$ cat config.mk
export PLATFORM = sky130hd
export DESIGN_NAME = second_chance_page_replacement_unit_flat
export DESIGN_NICKNAME = d
export VERILOG_FILES = /design/src/rtl/core/scpr_pkg.sv /design/src/rtl/core/scpr_if.sv /design/src/rtl/core/scpr_frames.sv /design/src/rtl/core/scpr_seq.sv /design/src/rtl/core/second_chance_page_replacement_unit.sv /design/src/flat_wrapper.sv
export SDC_FILE = /design/constraint.sdc
export NUM_CORES = 1
export LEC_CHECK = 0
export BUFFER_PORTS_ARGS = -buffer_cell sky130_fd_sc_hd__buf_2
export CAP_MARGIN = 20
export CORE_MARGIN = 4
export CORE_UTILIZATION = 48
export CTS_CLUSTER_SIZE = 16
export DETAILED_ROUTE_END_ITERATION = 6
export MAX_ROUTING_LAYER = met4
export SYNTH_ARGS = -nofsm -noshare
export SYNTH_HDL_FRONTEND = slang
export SYNTH_SLANG_ARGS = --single-unit
$ cat constraint.sdc
create_clock -name clk_i -period 8.9 [get_ports clk_i]
set_input_delay 0.89 -clock clk_i [delete_from_list [all_inputs] [get_ports clk_i]]
set_output_delay 0.89 -clock clk_i [all_outputs]
set_load 0.1 [all_outputs]
$ cat src/rtl/core/scpr_pkg.sv
// Package for the second-chance page replacement unit.
// Holds sizes, field widths, index and page types, the frame command and status structs,
// and the field conversion functions. No dependencies.
`default_nettype none

package scpr_pkg;

  localparam int unsigned FRAMES     = 8;
  localparam int unsigned PAGE_BITS  = 16;
  localparam int unsigned FRAME_W    = $clog2(FRAMES);

  localparam int unsigned PAGE_NUM_W = 16;
  localparam int unsigned USED_W     = 3;
  localparam int unsigned REFS_W     = 8;

  typedef logic [FRAME_W-1:0]    frame_idx_t;
  typedef logic [PAGE_BITS-1:0]  page_t;
  typedef logic [PAGE_NUM_W-1:0] page_num_t;
  typedef logic [USED_W-1:0]     used_t;
  typedef logic [REFS_W-1:0]     refs_t;
  typedef logic [FRAMES-1:0]     ref_vec_t;

  typedef enum logic [1:0] {
    ST_IDLE,
    ST_LOOKUP,
    ST_SWEEP,
    ST_DONE
  } seq_state_e;

  typedef struct packed {
    logic       set_hit;
    frame_idx_t hit_idx;
    logic       clear_hand;
    logic       fill_hand;
    page_t      page;
  } frm_cmd_t;

  typedef struct packed {
    logic       hit;
    frame_idx_t hit_idx;
    logic       hand_ref;
    frame_idx_t hand;
    page_t      hand_page;
    ref_vec_t   refs;
  } frm_stat_t;

  function automatic page_t to_page(page_num_t num);
    page_t p;
    p = '0;
    for (int unsigned i = 0; i < PAGE_BITS; i++) begin
      if (i < PAGE_NUM_W) p[i] = num[i];
    end
    return p;
  endfunction

  function automatic page_num_t to_page_num(page_t p);
    page_num_t num;
    num = '0;
    for (int unsigned i = 0; i < PAGE_NUM_W; i++) begin
      if (i < PAGE_BITS) num[i] = p[i];
    end
    return num;
  endfunction

  function automatic used_t to_used(frame_idx_t idx);
    used_t u;
    u = '0;
    for (int unsigned i = 0; i < USED_W; i++) begin
      if (i < FRAME_W) u[i] = idx[i];
    end
    return u;
  endfunction

  function automatic refs_t to_refs(ref_vec_t v);
    refs_t r;
    r = '0;
    for (int unsigned i = 0; i < REFS_W; i++) begin
      if (i < FRAMES) r[i] = v[i];
    end
    return r;
  endfunction

endpackage

`default_nettype wire

$ cat src/rtl/core/scpr_if.sv
// Valid/ready channel interfaces for page accesses and replacement results.
// Depends on scpr_pkg.
`default_nettype none

interface scpr_req_if;
  logic                 valid;
  logic                 ready;
  scpr_pkg::page_num_t  page_number;

  modport source (output valid, output page_number, input ready);
  modport sink   (input valid, input page_number, output ready);
endinterface

interface scpr_rsp_if;
  logic                 valid;
  logic                 ready;
  logic                 fault;
  scpr_pkg::used_t      frame_used;
  scpr_pkg::page_num_t  evicted_page;
  scpr_pkg::refs_t      reference_bits;

  modport source (output valid, output fault, output frame_used, output evicted_page,
                  output reference_bits, input ready);
  modport sink   (input valid, input fault, input frame_used, input evicted_page,
                  input reference_bits, output ready);
endinterface

`default_nettype wire

$ cat src/rtl/core/scpr_frames.sv
// Frame store: page per frame, reference bits, clock hand, parallel hit match
// and the single-frame step at the hand. Depends on scpr_pkg.
`default_nettype none

module scpr_frames (
  input  logic                clk_i,
  input  logic                rst_ni,
  input  scpr_pkg::frm_cmd_t  cmd_i,
  output scpr_pkg::frm_stat_t stat_o
);
  import scpr_pkg::*;

  page_t      pages_q [FRAMES];
  page_t      pages_d [FRAMES];
  ref_vec_t   refs_q, refs_d;
  frame_idx_t hand_q, hand_d;
  frame_idx_t hand_next;

  always_comb begin
    stat_o.hit     = 1'b0;
    stat_o.hit_idx = '0;
    for (int i = FRAMES - 1; i >= 0; i--) begin
      if (pages_q[i] == cmd_i.page) begin
        stat_o.hit     = 1'b1;
        stat_o.hit_idx = frame_idx_t'(i);
      end
    end
    stat_o.hand_ref  = refs_q[hand_q];
    stat_o.hand      = hand_q;
    stat_o.hand_page = pages_q[hand_q];
    stat_o.refs      = refs_q;
  end

  assign hand_next = (hand_q == frame_idx_t'(FRAMES - 1)) ? '0 : hand_q + 1'b1;

  always_comb begin
    pages_d = pages_q;
    refs_d  = refs_q;
    hand_d  = hand_q;
    if (cmd_i.set_hit) begin
      refs_d[cmd_i.hit_idx] = 1'b1;
    end else if (cmd_i.clear_hand) begin
      refs_d[hand_q] = 1'b0;
      hand_d         = hand_next;
    end else if (cmd_i.fill_hand) begin
      refs_d[hand_q]  = 1'b1;
      pages_d[hand_q] = cmd_i.page;
      hand_d          = hand_next;
    end
  end

  always_ff @(posedge clk_i or negedge rst_ni) begin
    if (!rst_ni) begin
      for (int i = 0; i < FRAMES; i++) begin
        pages_q[i] <= page_t'(i + 1);
      end
      refs_q <= '1;
      hand_q <= '0;
    end else begin
      pages_q <= pages_d;
      refs_q  <= refs_d;
      hand_q  <= hand_d;
    end
  end

endmodule

`default_nettype wire

$ cat src/rtl/core/scpr_seq.sv
// Sequencer: takes one access, runs the lookup and the clock sweep one frame per cycle,
// and holds the result in the output register. Depends on scpr_pkg and scpr_if.
`default_nettype none

module scpr_seq (
  input  logic                clk_i,
  input  logic                rst_ni,
  scpr_req_if.sink            req_i,
  scpr_rsp_if.source          rsp_o,
  output scpr_pkg::frm_cmd_t  cmd_o,
  input  scpr_pkg::frm_stat_t stat_i
);
  import scpr_pkg::*;

  seq_state_e state_q, state_d;
  page_t      page_q, page_d;
  logic       res_fault_q, res_fault_d;
  frame_idx_t res_used_q, res_used_d;
  page_t      res_evict_q, res_evict_d;
  logic       out_valid_q, out_valid_d;
  logic       out_fault_q, out_fault_d;
  used_t      out_used_q, out_used_d;
  page_num_t  out_evict_q, out_evict_d;
  refs_t      out_refs_q, out_refs_d;
  logic       in_take;
  logic       out_free;

  assign in_take  = req_i.valid && req_i.ready;
  assign out_free = !out_valid_q || rsp_o.ready;

  always_comb begin
    state_d = state_q;
    unique case (state_q)
      ST_IDLE:   if (req_i.valid) state_d = ST_LOOKUP;
      ST_LOOKUP: state_d = stat_i.hit ? ST_DONE : ST_SWEEP;
      ST_SWEEP:  if (!stat_i.hand_ref) state_d = ST_DONE;
      ST_DONE:   if (out_free) state_d = ST_IDLE;
      default:   state_d = ST_IDLE;
    endcase
  end

  always_comb begin
    req_i.ready = 1'b0;
    cmd_o       = '0;
    cmd_o.page  = page_q;
    unique case (state_q)
      ST_IDLE: req_i.ready = 1'b1;
      ST_LOOKUP: begin
        cmd_o.set_hit = stat_i.hit;
        cmd_o.hit_idx = stat_i.hit_idx;
      end
      ST_SWEEP: begin
        cmd_o.clear_hand = stat_i.hand_ref;
        cmd_o.fill_hand  = !stat_i.hand_ref;
      end
      ST_DONE: ;
      default: ;
    endcase
  end

  always_comb begin
    page_d      = page_q;
    res_fault_d = res_fault_q;
    res_used_d  = res_used_q;
    res_evict_d = res_evict_q;
    out_valid_d = out_valid_q;
    out_fault_d = out_fault_q;
    out_used_d  = out_used_q;
    out_evict_d = out_evict_q;
    out_refs_d  = out_refs_q;
    if (in_take) page_d = to_page(req_i.page_number);
    if (state_q == ST_LOOKUP && stat_i.hit) begin
      res_fault_d = 1'b0;
      res_used_d  = stat_i.hit_idx;
      res_evict_d = '0;
    end
    if (state_q == ST_SWEEP && !stat_i.hand_ref) begin
      res_fault_d = 1'b1;
      res_used_d  = stat_i.hand;
      res_evict_d = stat_i.hand_page;
    end
    if (rsp_o.valid && rsp_o.ready) out_valid_d = 1'b0;
    if (state_q == ST_DONE && out_free) begin
      out_valid_d = 1'b1;
      out_fault_d = res_fault_q;
      out_used_d  = to_used(res_used_q);
      out_evict_d = to_page_num(res_evict_q);
      out_refs_d  = to_refs(stat_i.refs);
    end
  end

  always_ff @(posedge clk_i or negedge rst_ni) begin
    if (!rst_ni) begin
      state_q     <= ST_IDLE;
      out_valid_q <= 1'b0;
    end else begin
      state_q     <= state_d;
      out_valid_q <= out_valid_d;
    end
  end

  always_ff @(posedge clk_i) begin
    page_q      <= page_d;
    res_fault_q <= res_fault_d;
    res_used_q  <= res_used_d;
    res_evict_q <= res_evict_d;
    out_fault_q <= out_fault_d;
    out_used_q  <= out_used_d;
    out_evict_q <= out_evict_d;
    out_refs_q  <= out_refs_d;
  end

  assign rsp_o.valid          = out_valid_q;
  assign rsp_o.fault          = out_fault_q;
  assign rsp_o.frame_used     = out_used_q;
  assign rsp_o.evicted_page   = out_evict_q;
  assign rsp_o.reference_bits = out_refs_q;

endmodule

`default_nettype wire

$ cat src/rtl/core/second_chance_page_replacement_unit.sv
// Second-chance (clock) page replacement over eight frames, one access per transaction.
// After a parallel lookup, a hit goes straight to the result; on a fault the clock sweep steps
// one frame per cycle at the hand, clearing set reference bits until it meets a clear one
// (at most FRAMES clears, then the refill).
// The block takes no new access until the current result is in the output register;
// the next access may be accepted while that result still waits to be taken.
// Depends on scpr_pkg, scpr_if, scpr_frames and scpr_seq.
`default_nettype none

module second_chance_page_replacement_unit (
  input  logic        clk_i,
  input  logic        rst_ni,
  scpr_req_if.sink    req_i,
  scpr_rsp_if.source  rsp_o
);
  import scpr_pkg::*;

  frm_cmd_t  cmd;
  frm_stat_t stat;

  scpr_seq u_seq (
    .clk_i  (clk_i),
    .rst_ni (rst_ni),
    .req_i  (req_i),
    .rsp_o  (rsp_o),
    .cmd_o  (cmd),
    .stat_i (stat)
  );

  scpr_frames u_frames (
    .clk_i  (clk_i),
    .rst_ni (rst_ni),
    .cmd_i  (cmd),
    .stat_o (stat)
  );

endmodule

`default_nettype wire

$ cat src/flat_wrapper.sv
// flat-port wrapper written by rule: the top's interface ports become plain ports
module second_chance_page_replacement_unit_flat import scpr_pkg::*;
  (clk_i, rst_ni, req_i_valid, req_i_page_number, req_i_ready, rsp_o_valid, rsp_o_fault, rsp_o_frame_used, rsp_o_evicted_page, rsp_o_reference_bits, rsp_o_ready);
  scpr_req_if req_i_i ();
  scpr_rsp_if rsp_o_i ();
  input  logic clk_i;
  input  logic rst_ni;
  input wire logic [$bits(req_i_i.valid)-1:0] req_i_valid;
  input wire logic [$bits(req_i_i.page_number)-1:0] req_i_page_number;
  output wire logic [$bits(req_i_i.ready)-1:0] req_i_ready;
  output wire logic [$bits(rsp_o_i.valid)-1:0] rsp_o_valid;
  output wire logic [$bits(rsp_o_i.fault)-1:0] rsp_o_fault;
  output wire logic [$bits(rsp_o_i.frame_used)-1:0] rsp_o_frame_used;
  output wire logic [$bits(rsp_o_i.evicted_page)-1:0] rsp_o_evicted_page;
  output wire logic [$bits(rsp_o_i.reference_bits)-1:0] rsp_o_reference_bits;
  input wire logic [$bits(rsp_o_i.ready)-1:0] rsp_o_ready;
  assign req_i_i.valid = req_i_valid;
  assign req_i_i.page_number = req_i_page_number;
  assign req_i_ready = req_i_i.ready;
  assign rsp_o_valid = rsp_o_i.valid;
  assign rsp_o_fault = rsp_o_i.fault;
  assign rsp_o_frame_used = rsp_o_i.frame_used;
  assign rsp_o_evicted_page = rsp_o_i.evicted_page;
  assign rsp_o_reference_bits = rsp_o_i.reference_bits;
  assign rsp_o_i.ready = rsp_o_ready;
  second_chance_page_replacement_unit u_core (.clk_i(clk_i), .rst_ni(rst_ni), .req_i(req_i_i), .rsp_o(rsp_o_i));
endmodule
======== Yosys cells after proc, flatten, opt, wreduce, memory -nomap -nowiden ========
Index checks and enable logic that the tools add are counted.
operators by class
  add/subtract/negate cells ............... 1
  order comparisons ....................... 6
  equal/unequal tests ..................... 15
  multiplexer cells ....................... 40
  bitwise operators ....................... 7
  reduce and logical (&&, ||, !) cells .... 19
operators by type and width
  kind                  number
  $bwmux W128           1
  $eq A16 B16 Y1        8
  $mux W16              5
  $bmux W16 S3          1
  $demux W16 S3         1
  $mux W4               9
  $mux W8               3
  $or A8 B8 Y8          2
  $mux W3               5
  $and A8 B8 Y8         1
  $logic_and A1 B1 Y1   8
  $lt A3 B4 Y1 const B  2
  $mux W2               4
  $not A8 Y8            1
  $pmux W2 S4           1
  $mux W1               7
  $demux W1 S3          2
  $ge A3 B1 Y1 const B  2
  $ne A2 B2 Y1 const B  3
  $reduce_and A3 Y1     2
  $reduce_bool A2 Y1    3
  $eq A2 B2 Y1 const B  2
  $ge A4 B4 Y1 const B  1
  $lt A4 B1 Y1 const B  1
  other kinds (11)      13
word-level totals
  register bits ........................... 206
  input bits .............................. 20
  logic and storage cells ................. 108

======== Longest topological paths before layout ========
Gate-level depths: netlist (run 1).
  depth after elaboration ................. 16
  mapped depth ............................ 11

======== By module ========
From an unflattened synthesis (run 1), not the netlist that was laid out.
unflattened totals
  cells, all modules ...................... 790
  area, all modules ....................... 10,789.1 sq um
modules (own cells, without submodules)
  module       instances  cells an instance  area each (sq um)
  scpr_frames  1          676                8,463.1
  scpr_seq     1          114                2,326.0

======== Worst setup path after synthesis (run 1) ========
Ideal clock, no wire load.
  path type ............................... reg-to-reg
  start point ............................. reg u_core.u_frames.hand_q[0]
  end point ............................... reg u_core.u_seq.res_evict_q[0] (enable)
  data arrival time ....................... 2.760 ns
  required time ........................... 8.513 ns
  setup slack ............................. 5.752 ns
  stages on the path, launching flop included .. 9
  path buffers ............................ 3
  period minus slack after synthesis ...... 3.148 ns
  cell sequence ........................... dfrtp_1 > clkbuf_1 > nor3b_1 > a22oi_1 > and4_1 > buf_2 > nand2_1 > clkbuf_1 > nand2_1
on the way
  cells in the longest elaborated chain, start to end .. 5
RTL lines
  element                        line               source
  from (decl)                    scpr_frames.sv:16  frame_idx_t hand_q, hand_d;
  from (signal assigned)         scpr_frames.sv:62  hand_q <= hand_d;
  $bmux W1 S3                    scpr_frames.sv:28  stat_o.hand_ref = refs_q[hand_q];
  $mux W1 (implied by the code)  scpr_frames.sv:28
  $logic_not A1 Y1               scpr_seq.sv:77     if (state_q == ST_SWEEP && !stat_i.hand_ref) begin
  $logic_and A1 B1 Y1            scpr_seq.sv:77
  $reduce_bool A2 Y1 (no line)   -
  to (signal assigned)           scpr_seq.sv:106    res_evict_q <= res_evict_d;
  to (decl)                      scpr_seq.sv:19     page_t res_evict_q, res_evict_d;
Every way passes these cells. The select of a mux whose other input is x is not followed.
A chain may end at the register's enable or synchronous reset.

======== Worst setup path after layout (run 1) ========
  start point ............................. reg u_core.u_seq.page_q[4]
  end point ............................... reg u_core.u_seq.res_evict_q[6] (enable)
on the way
  cells in the longest elaborated chain, start to end .. 11
  elaborated cells on any way between the ends .. 18
  classes of those cells .................. 8 x eq/ne; 8 x mux; 2 x reduce/logical
RTL lines
  element                         line               source
  from (decl)                     scpr_seq.sv:16     page_t page_q, page_d;
  from (signal assigned)          scpr_seq.sv:103    page_q <= page_d;
  $eq A16 B16 Y1                  scpr_frames.sv:23  if (pages_q[i] == cmd_i.page) begin
  $mux W4 (7 in series)           scpr_frames.sv:23
  $mux W4 *                       scpr_frames.sv:23
  $logic_and A1 B1 Y1 *           scpr_seq.sv:72     if (state_q == ST_LOOKUP && stat_i.hit) begin
  $reduce_bool A2 Y1 (no line) *  -
Mark *: on every way between the ends. The rest lies on a longest branch, timed or not.

==> results of run 1 <==
## worst max-delay path: cells and delay by family, from the launching register on
kind | cells | cell delay [ps]
compound gates | 1 | 810
xor+xnor | 1 | 370
simple gates | 4 | 1820
flops | 1 | 780
## cells in the final DEF, fill, tap and decap left out, drive strengths merged, types with 9 or more instances in the layout
cell type and count:
edfxtp 63, nor2 13, clkbuf 29, xor2 48, nand3 9, inv 9, nand4 27, dfrtp 121
xnor2 80, buf 61, dfstp 21, a221oi 16, a31oi 18, mux2 130, nand2 13, a22o 16
a22oi 36, nor4 17
## layer usage
| metal | GRT usage, % | part of all wire [%] | vias up |
|---|---|---|---|
| met5 | - | 0 | - |
| met4 | 7.65 | 3.7 | 0 |
| met1 | 33.5 | 44 | 3298 |
| li1 | - | - | 2846 |
| met3 | 4.67 | 6.7 | 70 |
| met2 | 36.3 | 46 | 270 |
## logic make-up (layout without fill, tap and decap cells)
group | Yosys count | after routing | share of synthesized area (%)
buffers and inverters | 70 | 108 | 3.83
DFF | 206 | 206 | 53.6
xor gates and xnor gates | 128 | 128 | 10.9
other | 0 | 1 | 0
muxes | 133 | 133 | 15.9
adders and majority gates | 6 | 6 | 0.733
and+or+nand+nor | 106 | 106 | 6.71
AOI/OAI and AO/OA | 110 | 110 | 8.24
## stage by stage
stage	total power, uW	hold WS [ps]	worst slack (ps)
final	4570	420	4620
after global routing	4780	433	4410
after CTS	4580	422	4690
after detailed placement	3600	407	4730
after global placement	3560	401	4690
after floorplan	3080	400	5750
## layout make-up
type                    count  share of cell area [%]
flip-flops and latches    206                    48.3
multi-input cells         483                    38.6
clock buffers              29                    5.35
repair buffers             61                    3.05
well taps                 275                    3.03
clock inverters            12                    1.35
inverters                   6                   0.198
diodes                      1                  0.0220
## final timing paths
| kind | endpoint | slack, ps |
|---|---|---|
| setup / recovery | u_core.u_seq.res_evict_q[6]$_SDFFCE_PN0P_ | 4620 |
| hold / removal | u_core.u_seq.rsp_o.evicted_page[1]$_DFFE_PP_ | 420 |
| setup reg to reg | u_core.u_seq.res_evict_q[6]$_SDFFCE_PN0P_ | 4620 |
| hold reg to reg | u_core.u_seq.rsp_o.evicted_page[1]$_DFFE_PP_ | 420 |
| max in group asynchronous | u_core.u_frames.pages_q[54]$_DFFE_PN0P_ | 7100 |
| min in group asynchronous | u_core.u_seq.state_q[1]$_DFFE_PN0P_ | 440 |
## power by group
part | internal, uW | switching, uW | total, uW
Combinational | 689 | 1050 | 1740
Sequential | 1450 | 421 | 1870
Clock | 575 | 390 | 965
## synth_stat cells (all sizes together), types with 16 or more instances
master and count:
clkbuf 16, dfrtp 121, nor4 17, dfstp 21, a22o 16, a221oi 16, xnor2 80, xor2 48
a31oi 18, buf 48, nand4 27, a22oi 36, edfxtp 63, mux2 130
## registers in the layout, indices dropped and copies added (netlist names), named ones only
signal                             cells
u_core.u_seq.res_evict_q              16
u_core.u_seq.page_q                   16
u_core.u_seq.state_q                   2
u_core.u_seq.rsp_o.frame_used          3
u_core.u_frames.pages_q              128
u_core.u_frames.hand_q                 3
u_core.u_seq.rsp_o.valid               1
u_core.u_seq.rsp_o.reference_bits      8
u_core.u_seq.rsp_o.evicted_page       16
u_core.u_seq.res_used_q                3
u_core.u_seq.rsp_o.fault               1
u_core.u_seq.res_fault_q               1
==> flow_metrics.tcl, run 1 <==
set metrics [dict create \
    outcome "finished, final reports clean" \
    synth_top_area_cell "dfrtp_1" \
    htreeDepth 1 \
    multi_input_area_sq_um 4390 \
    reg2reg_from "u_core.u_seq.page_q[4]$_DFFE_PP_" \
    max_freq_ghz 0.234 \
    ctsHoldBuffers 0 \
    grt_pass1_wl_um 42500 \
    finClkSkew_ps 15.8 \
    yosys_register_bits 206 \
    cp.required_ps 8930 \
    cts_resized 0 \
    start_kind "flip-flop" \
    fp.dieW_um 154 \
    synth.avg_cell_area_sq_um 13.5 \
    instances_no_fill 1073 \
    fillerInstances 1810 \
    ctsRootBufferMaster "clkbuf_16" \
    grt_pass1_vias 6560 \
    clkTransAtPathRegs_ps 60 \
    synth.area.top_cells "dfrtp_1 (30%), edfxtp_1 (18%), mux2_2 (9.8%), xnor2_1 (6.8%), mux2_4 (5.4%)" \
    setup_violations 0 \
    critPathMaxStageDelay_ps 810 \
    synth_top_area_share_pct 29.6 \
    netlist_instances 759 \
    relSlewSlack_pct 22.6 \
    drive_gt1_share_pct 32.9 \
    cts_setup_buffers 0 \
    vias 6484 \
    hold_depth 0 \
    async_reset_ff_share_pct 68.9 \
    synth_fp_nets 785 \
    power_density_nw_per_um2 403 \
    final_nets 807 \
    insertion_delay_ps 510 \
    vias_per_cell 6.04 \
    wl_um 27900 \
    start_util_pct 48.7 \
    ioPinCount 50 \
    postLayoutCoreUtil_pct 54.0 \
    period_share_pct 48.1 \
    hold_viol_final 0 \
    drv_cap 0 \
    cts_sinks 206 \
    r2r_cells 6 \
    worstHoldStart "u_core.u_seq.res_evict_q[1]$_SDFFCE_PN0P_" \
    setup.worst_path.start "u_core.u_seq.page_q[4]$_DFFE_PP_" \
    cp_max_fo 19 \
    place_inst 1030 \
    io_buffers 49 \
    synth_cell_types 55 \
    cts_buffers 23 \
    cp-end-kind "flip-flop" \
    syn_to_final_growth_pct 10.9 \
    grt_max_degree 85 \
    grt_overflow 0 \
    drc 0 \
    drt-wirelength-per-cell_um 26.0 \
    netlist_area_sq_um 10200 \
    rows 53 \
    post-route-min-period_ps 4280 \
    critPathKind "reg2reg" \
    grt_setup_unrepaired "false" \
    postRouteAntennaNets 0 \
    arrival_ps 4310 \
    hold_class "reg2reg" \
    tightestPinTransition_ps 1160 \
    gp_congestion 0.882 \
    dominantRegCellSynth "dfrtp_1" \
    ir_drop_uv 202 \
    slew_violations 0 \
    setup-tns-final_ps 0 \
    stdcell_area_sq_um 11400 \
    clk_path_buf_depth 3 \
    grt_usage_pct 24.2 \
    worstPathCellList "xor2_1 > nor4_1 > nand4_1 > or4b_1 > o31ai_4 > nand2_1" \
    p_leak_uw 0.00457 \
    die_area_sq_um 23700 \
    synth-edff-count 63 \
    firstDrtPassIters 6 \
    antenna_found_initial 1 \
    drt_iter0_drc 684 \
    cts_tree "done" \
    place_area_sq_um 10600 \
    core_sq_um 21000 \
    yosys_warnings 0 \
    die_h_um 154 \
    ys_seq_area_share_pct 53.6 \
    dp_hpwl_um 18300 \
    seqCellArea_sq_um 5490 \
    critical-path-slowest-cell "o31ai_4" \
]
Note: power is estimated with default switching activity, not from simulation.
==> inputs of run 2 (changes only) <==
==> constraint.sdc (replaced) <==
create_clock -name clk_i -period 4.25 [get_ports clk_i]
set_input_delay 0.425 -clock clk_i [delete_from_list [all_inputs] [get_ports clk_i]]
set_output_delay 0.425 -clock clk_i [all_outputs]
set_load 0.1 [all_outputs]
==> flow_metrics.tcl, run 2 (synthesis results as in run 1) <==
set metrics [dict create \
    largest_reg_flops 128 \
    arrival_ps 4480 \
    cts_sinks 206 \
    pwr-share-comb_pct 39.2 \
    grtUsageMet1_pct 34.1 \
    core_sq_um 21000 \
    grt_util_met3_pct 3.18 \
    switchingPower_uw 3880 \
    firstDrtPassIters 5 \
    die_area_sq_um 23700 \
    io_buffers 49 \
    p_int_uw 5560 \
    drc 0 \
    final_cell_mix "dfrtp_1 (121), mux2_2 (89), xnor2_1 (80)" \
    pwr-share-clk_pct 19.5 \
    hold_class "in2reg" \
    finClkSkew_ps 10.3 \
    start_kind "flip-flop" \
    power_density_nw_per_um2 831 \
    cts_setup_buffers 0 \
    cp-end-kind "flip-flop" \
    wl_um 28100 \
    max_flop_register "u_core.u_frames.pages_q" \
    gp_congestion 0.939 \
    preCtsSetupSlack_ps 217 \
    busiest_layer "met2" \
    grt_setup_unrepaired "false" \
    antenna_found_initial 0 \
    tightestPinTransition_ps 1110 \
    post-route-min-period_ps 4090 \
    mostFrequentLayoutCell "dfrtp_1" \
    drt-wirelength-per-cell_um 26.0 \
    switching_share_pct 41.1 \
    grt_max_degree 66 \
    ctsRootBufferMaster "clkbuf_16" \
    outcome "finished, final reports clean" \
    drive_gt1_share_pct 33.0 \
    vias 6489 \
    place_inst 1039 \
    max_freq_ghz 0.245 \
    fp.dieW_um 154 \
    cts_buffers 23 \
    hold_viol_final 0 \
    cp_max_fo 16 \
    vias_per_cell 6.00 \
    slew_violations 0 \
    die_h_um 154 \
    start_util_pct 48.7 \
    drv_cap 0 \
    relSlewSlack_pct 26.0 \
    drt_iter0_drc 561 \
    grt_usage_pct 24.3 \
    cts_tree "done" \
    final_nets 816 \
    setup_violations 0 \
    instances_no_fill 1081 \
    htreeDepth 1 \
    cp.required_ps 4640 \
    dp_hpwl_um 18800 \
    setup-tns-final_ps 0 \
    postRouteAntennaNets 0 \
    grt_overflow 0 \
    num_antenna_cells 0 \
    ioPinCount 50 \
    critPathKind "reg2reg" \
    clk_path_buf_depth 3 \
    syn_to_final_growth_pct 10.8 \
    clkTransAtPathRegs_ps 60 \
    grt_pass1_wl_um 42800 \
    grt_pass1_vias 6704 \
    period_share_pct 96.2 \
    p_leak_uw 0.00458 \
    setup_ws_ps 161 \
    p_seq_share_pct 41.3 \
    insertion_delay_ps 510 \
    ir_drop_uv 355 \
    postLayoutCoreUtil_pct 54.0 \
    rows 53 \
    met2_usage_pct 37.4 \
]
-- run 2: changes by cell type in the layout (fill, tap and decap cells not counted), moves of 3 or more --
| cell | delta |
|---|---|
| buf_4 | +9 |
| clkinv_1 | +4 |
| bufinv_16 | -3 |
| clkbuf_8 | +3 |
| inv_6 | -3 |
-- run 2: layout make-up --
cell class,count,area [sq um]
clock buffer,32,649
clock inverter,9,41.3
fill,1744,9670
inverter,6,22.5
multi-input combinational,483,4380
sequential,206,5490
tap,275,344
timing repair buffer,70,424
-- run 2: worst max-delay path, cell delays in order, from the launching register on --
cell      delay [ps]
edfxtp_1         790
xnor2_1          280
nand4_1          250
nor4_1           170
or4b_1           690
o31a_1           440
nor2_2           910
mux2_2           420
-- run 2: per-stage QoR --
step                      total power (uW)  hold WS, ps  area (sq um)
final                                 9440         88.1         11400
after global routing                  9890         70.2         11400
after CTS                             9440         74.0         11400
after detailed placement              7580          407         10700
after global placement                7500          400         10700
after floorplan                       6450          129         10200
-- run 2: layer usage --
| layer | up-vias | share of wire (%) | wire [um] |
|---|---|---|---|
| met2 | 207 | 47 | 13200 |
| met5 | - | 0 | 0 |
| met3 | 51 | 5.4 | 1510 |
| li1 | 2866 | - | - |
| met4 | 0 | 2.8 | 791 |
| met1 | 3365 | 45 | 12600 |
-- run 2: final timing paths --
| kind | from | end | slack, ps | cells past startpoint |
|---|---|---|---|---|
| setup / recovery | u_core.u_seq.page_q[1]$_DFFE_PP_ | u_core.u_frames.pages_q[95]$_DFFE_PN0P_ | 160 | 7 |
| hold / removal | req_i_page_number[2] | u_core.u_seq.page_q[2]$_DFFE_PP_ | 90 | 1 |
| setup reg to reg | u_core.u_seq.page_q[1]$_DFFE_PP_ | u_core.u_frames.pages_q[95]$_DFFE_PN0P_ | 160 | 7 |
| min in group asynchronous | rst_ni | u_core.u_seq.state_q[1]$_DFFE_PN0P_ | 470 | 2 |
| hold reg to reg | u_core.u_seq.res_evict_q[13]$_SDFFCE_PN0P_ | u_core.u_seq.rsp_o.evicted_page[13]$_DFFE_PP_ | 420 | 0 |
| max in group asynchronous | rst_ni | u_core.u_frames.pages_q[44]$_DFFE_PN0P_ | 2720 | 3 |
-- run 2: repair_timing --
item / CTS / global route
hold buffers: 1 / 0
endpoints found under the hold margin: 43 / 0
resized for setup: 0 / 0
-- run 2: power groups by stage --
stage	Sequential (uW)	Combinational [uW]	Clock (uW)
after detailed placement	3910	3670	0
after CTS	3880	3690	1870
after global routing	4000	3910	1980
after floorplan	4110	2340	0
after global placement	3860	3640	0
final	3900	3700	1840
==> inputs of run 3 (changes only) <==
--- a/config.mk
+++ b/config.mk
@@ -5,8 +5,8 @@
 export SDC_FILE = /design/constraint.sdc
 export NUM_CORES = 1
 export LEC_CHECK = 0
+export ABC_AREA = 1
 export BUFFER_PORTS_ARGS = -buffer_cell sky130_fd_sc_hd__buf_2
-export CAP_MARGIN = 20
 export CORE_MARGIN = 4
 export CORE_UTILIZATION = 48
 export CTS_CLUSTER_SIZE = 16
@@ -15,3 +15,4 @@
 export SYNTH_ARGS = -nofsm -noshare
 export SYNTH_HDL_FRONTEND = slang
 export SYNTH_SLANG_ARGS = --single-unit
+export TNS_END_PERCENT = 5
==> flow_metrics.tcl, run 3 <==
set metrics [dict create \
    outcome "finished, violations left" \
    violations "hold timing" \
    seqCellArea_sq_um 5490 \
    die_area_sq_um 26300 \
    preCtsSetupSlack_ps 1180 \
    reg2reg_from "u_core.u_seq.page_q[7]$_DFFE_PP_" \
    netlist_instances 1200 \
    async_reset_ff_share_pct 68.9 \
    setup-tns-final_ps 0 \
    drv_cap 0 \
    grt_pass1_vias 7606 \
    cp.required_ps 4670 \
    r2r_end "u_core.u_frames.pages_q[127]$_DFFE_PN0P_" \
    cts_tree "done" \
    setup_ws_ps 1210 \
    yosys-top-cells-count "nand2_1 (368), o21ai_2 (128), dfrtp_1 (121)" \
    critPathKind "reg2reg" \
    io_buffers 49 \
    cp-end-kind "flip-flop" \
    yosys_warnings 0 \
    synth_fp_nets 1226 \
    dominantRegCellSynth "dfrtp_1" \
    cts_resized 0 \
    tightestPinTransition_ps 972 \
    synth_cell_types 43 \
    hold_slack_ps -28.1 \
    postRouteAntennaNets 0 \
    antenna_found_initial 0 \
    grt_overflow 0 \
    drc 0 \
    r2r_slack_ps 1210 \
    finClkSkew_ps 19.2 \
    ir_drop_uv 405 \
    firstDrtPassIters 5 \
    ctsRootBufferMaster "clkbuf_16" \
    setup_violations 0 \
    mostFrequentLayoutCell "nand2_1" \
    ioPinCount 50 \
    synth.avg_cell_area_sq_um 9.52 \
    hold_viol_final 6 \
    start_kind "flip-flop" \
    largest_reg_flops 128 \
    vias 8022 \
    cp_max_fo 33 \
    vias_per_cell 5.16 \
    num_antenna_cells 0 \
    fillerInstances 2198 \
    grt_max_degree 99 \
    max_freq_ghz 0.328 \
    drt_iter0_drc 562 \
    grt_usage_pct 22.1 \
    post-route-min-period_ps 3040 \
    synth_top_area_share_pct 26.5 \
    slew_violations 0 \
    die_h_um 162 \
    clk_path_buf_depth 3 \
    cts_setup_buffers 0 \
    max_flop_register "u_core.u_frames.pages_q" \
    place_area_sq_um 11400 \
    final_cell_mix "nand2_1 (368), o21ai_2 (128), dfrtp_1 (121)" \
    htreeDepth 1 \
    gp_congestion 0.889 \
    grt_setup_unrepaired "false" \
    arrival_ps 3460 \
    final_nets 1246 \
    synth_top_area_cell "dfrtp_1" \
    r2r_cells 16 \
    power_density_nw_per_um2 795 \
    period_share_pct 71.6 \
    fp.dieW_um 162 \
    postLayoutCoreUtil_pct 51.9 \
    multi_input_area_sq_um 4770 \
    p_leak_uw 0.00547 \
    start_util_pct 48.8 \
    core_sq_um 23400 \
    cts_sinks 206 \
    cts_buffers 23 \
    ctsHoldBuffers 0 \
    insertion_delay_ps 510 \
    grt_pass1_wl_um 44200 \
    drt-wirelength-per-cell_um 17.9 \
    stdcell_area_sq_um 12100 \
    relSlewSlack_pct 35.2 \
    syn_to_final_growth_pct 6.38 \
    clkTransAtPathRegs_ps 60 \
    wl_um 27800 \
    yosys_register_bits 206 \
    synth-edff-count 63 \
    synth.most_common_cell "nand2_1" \
    synth.area.top_cells "dfrtp_1 (27%), edfxtp_1 (17%), nand2_1 (12%), o21ai_2 (9.8%), dfstp_2 (4.8%)" \
    rows 56 \
    netlist_area_sq_um 11400 \
    hold_class "in2async" \
    ys_seq_area_share_pct 48.1 \
    drive_gt1_share_pct 25.7 \
    dp_hpwl_um 18200 \
]
run 3: changes by cell type in the layout (fill, tap and decap cells not counted), moves of 13 or more:
cell and delta:
nor4_1 -17, o21ai_2 +128, mux2_2 -89, a22o_1 -13, a22oi_1 -28, nor2_1 +64, o21ai_0 +15, a31oi_1 -17
xnor2_1 -49, inv_1 +78, nand4_1 -18, nand2_2 +39, nand2_1 +355, mux2_4 -37
run 3: report_power, final:
group / internal (uW) / switching (uW) / leakage, uW
Clock: 1100 / 800 / 0.000336
Combinational: 1240 / 2740 / 0.00275
Sequential: 3030 / 743 / 0.00238
Total: 5370 / 4290 / 0.00547
run 3: kinds of logic after synthesis:
group / share of synthesized area (%)
flops: 48.1
simple gates: 19.3
buf+inv: 10.2
xor+xnor: 6.14
fa+ha+maj: 0.657
compound gates: 15.6
run 3: worst max-delay path: stages, from the launching register on:
cell      delay (ps)
edfxtp_1         640
clkinv_2         370
nand2_1          140
nand2_1           60
nor2_1            90
nand2_1           60
nor2_1           250
nand2_1          140
nand2_2          120
nor2_4            50
nand2_4           80
nand2_8           80
nand2_4          110
nor2_8            80
nand2_4          450
nand2_1          140
o21ai_2           80
run 3: worst max-delay path by stage:
stage	end	slack, ps	start
detailed placement	u_core.u_seq.res_evict_q[4]$_SDFFCE_PN0P_	1180	u_core.u_seq.page_q[7]$_DFFE_PP_
floorplan	u_core.u_seq.rsp_o.evicted_page[0]$_DFFE_PP_	1510	u_core.u_seq.rsp_o.valid$_DFFE_PN0P_
global route	u_core.u_frames.pages_q[28]$_DFFE_PN0P_	920	u_core.u_seq.page_q[7]$_DFFE_PP_
CTS	u_core.u_seq.res_evict_q[15]$_SDFFCE_PN0P_	1160	u_core.u_seq.page_q[7]$_DFFE_PP_
global placement	u_core.u_seq.res_evict_q[1]$_SDFFCE_PN0P_	1220	u_core.u_seq.page_q[6]$_DFFE_PP_
finish	u_core.u_frames.pages_q[127]$_DFFE_PN0P_	1210	u_core.u_seq.page_q[7]$_DFFE_PP_
run 3: cell type report:
type                    instances  share of cell area [%]
repair buffers                 60                    2.75
inverters                     106                    3.63
flip-flops and latches        206                    45.2
multi-input cells             823                    39.3
clock inverters                18                    1.13
well taps                     319                    3.29
clock buffers                  23                    4.74
run 3: metal layers:
layer | GRT usage [%] | share of wire [%] | vias to the layer above
met1 | 30.9 | 46 | 3788
li1 | - | - | 3960
met3 | 3.48 | 5.7 | 57
met2 | 33.5 | 45 | 217
met4 | 6.54 | 3.4 | 0
met5 | - | 0 | -
run 3: through the flow:
stage               power (uW)  cells
floorplan                 6960   1200
CTS                       9690   1555
global placement          7700   1514
finish                    9660   1555
detailed placement        7770   1514
global route             10300   1555
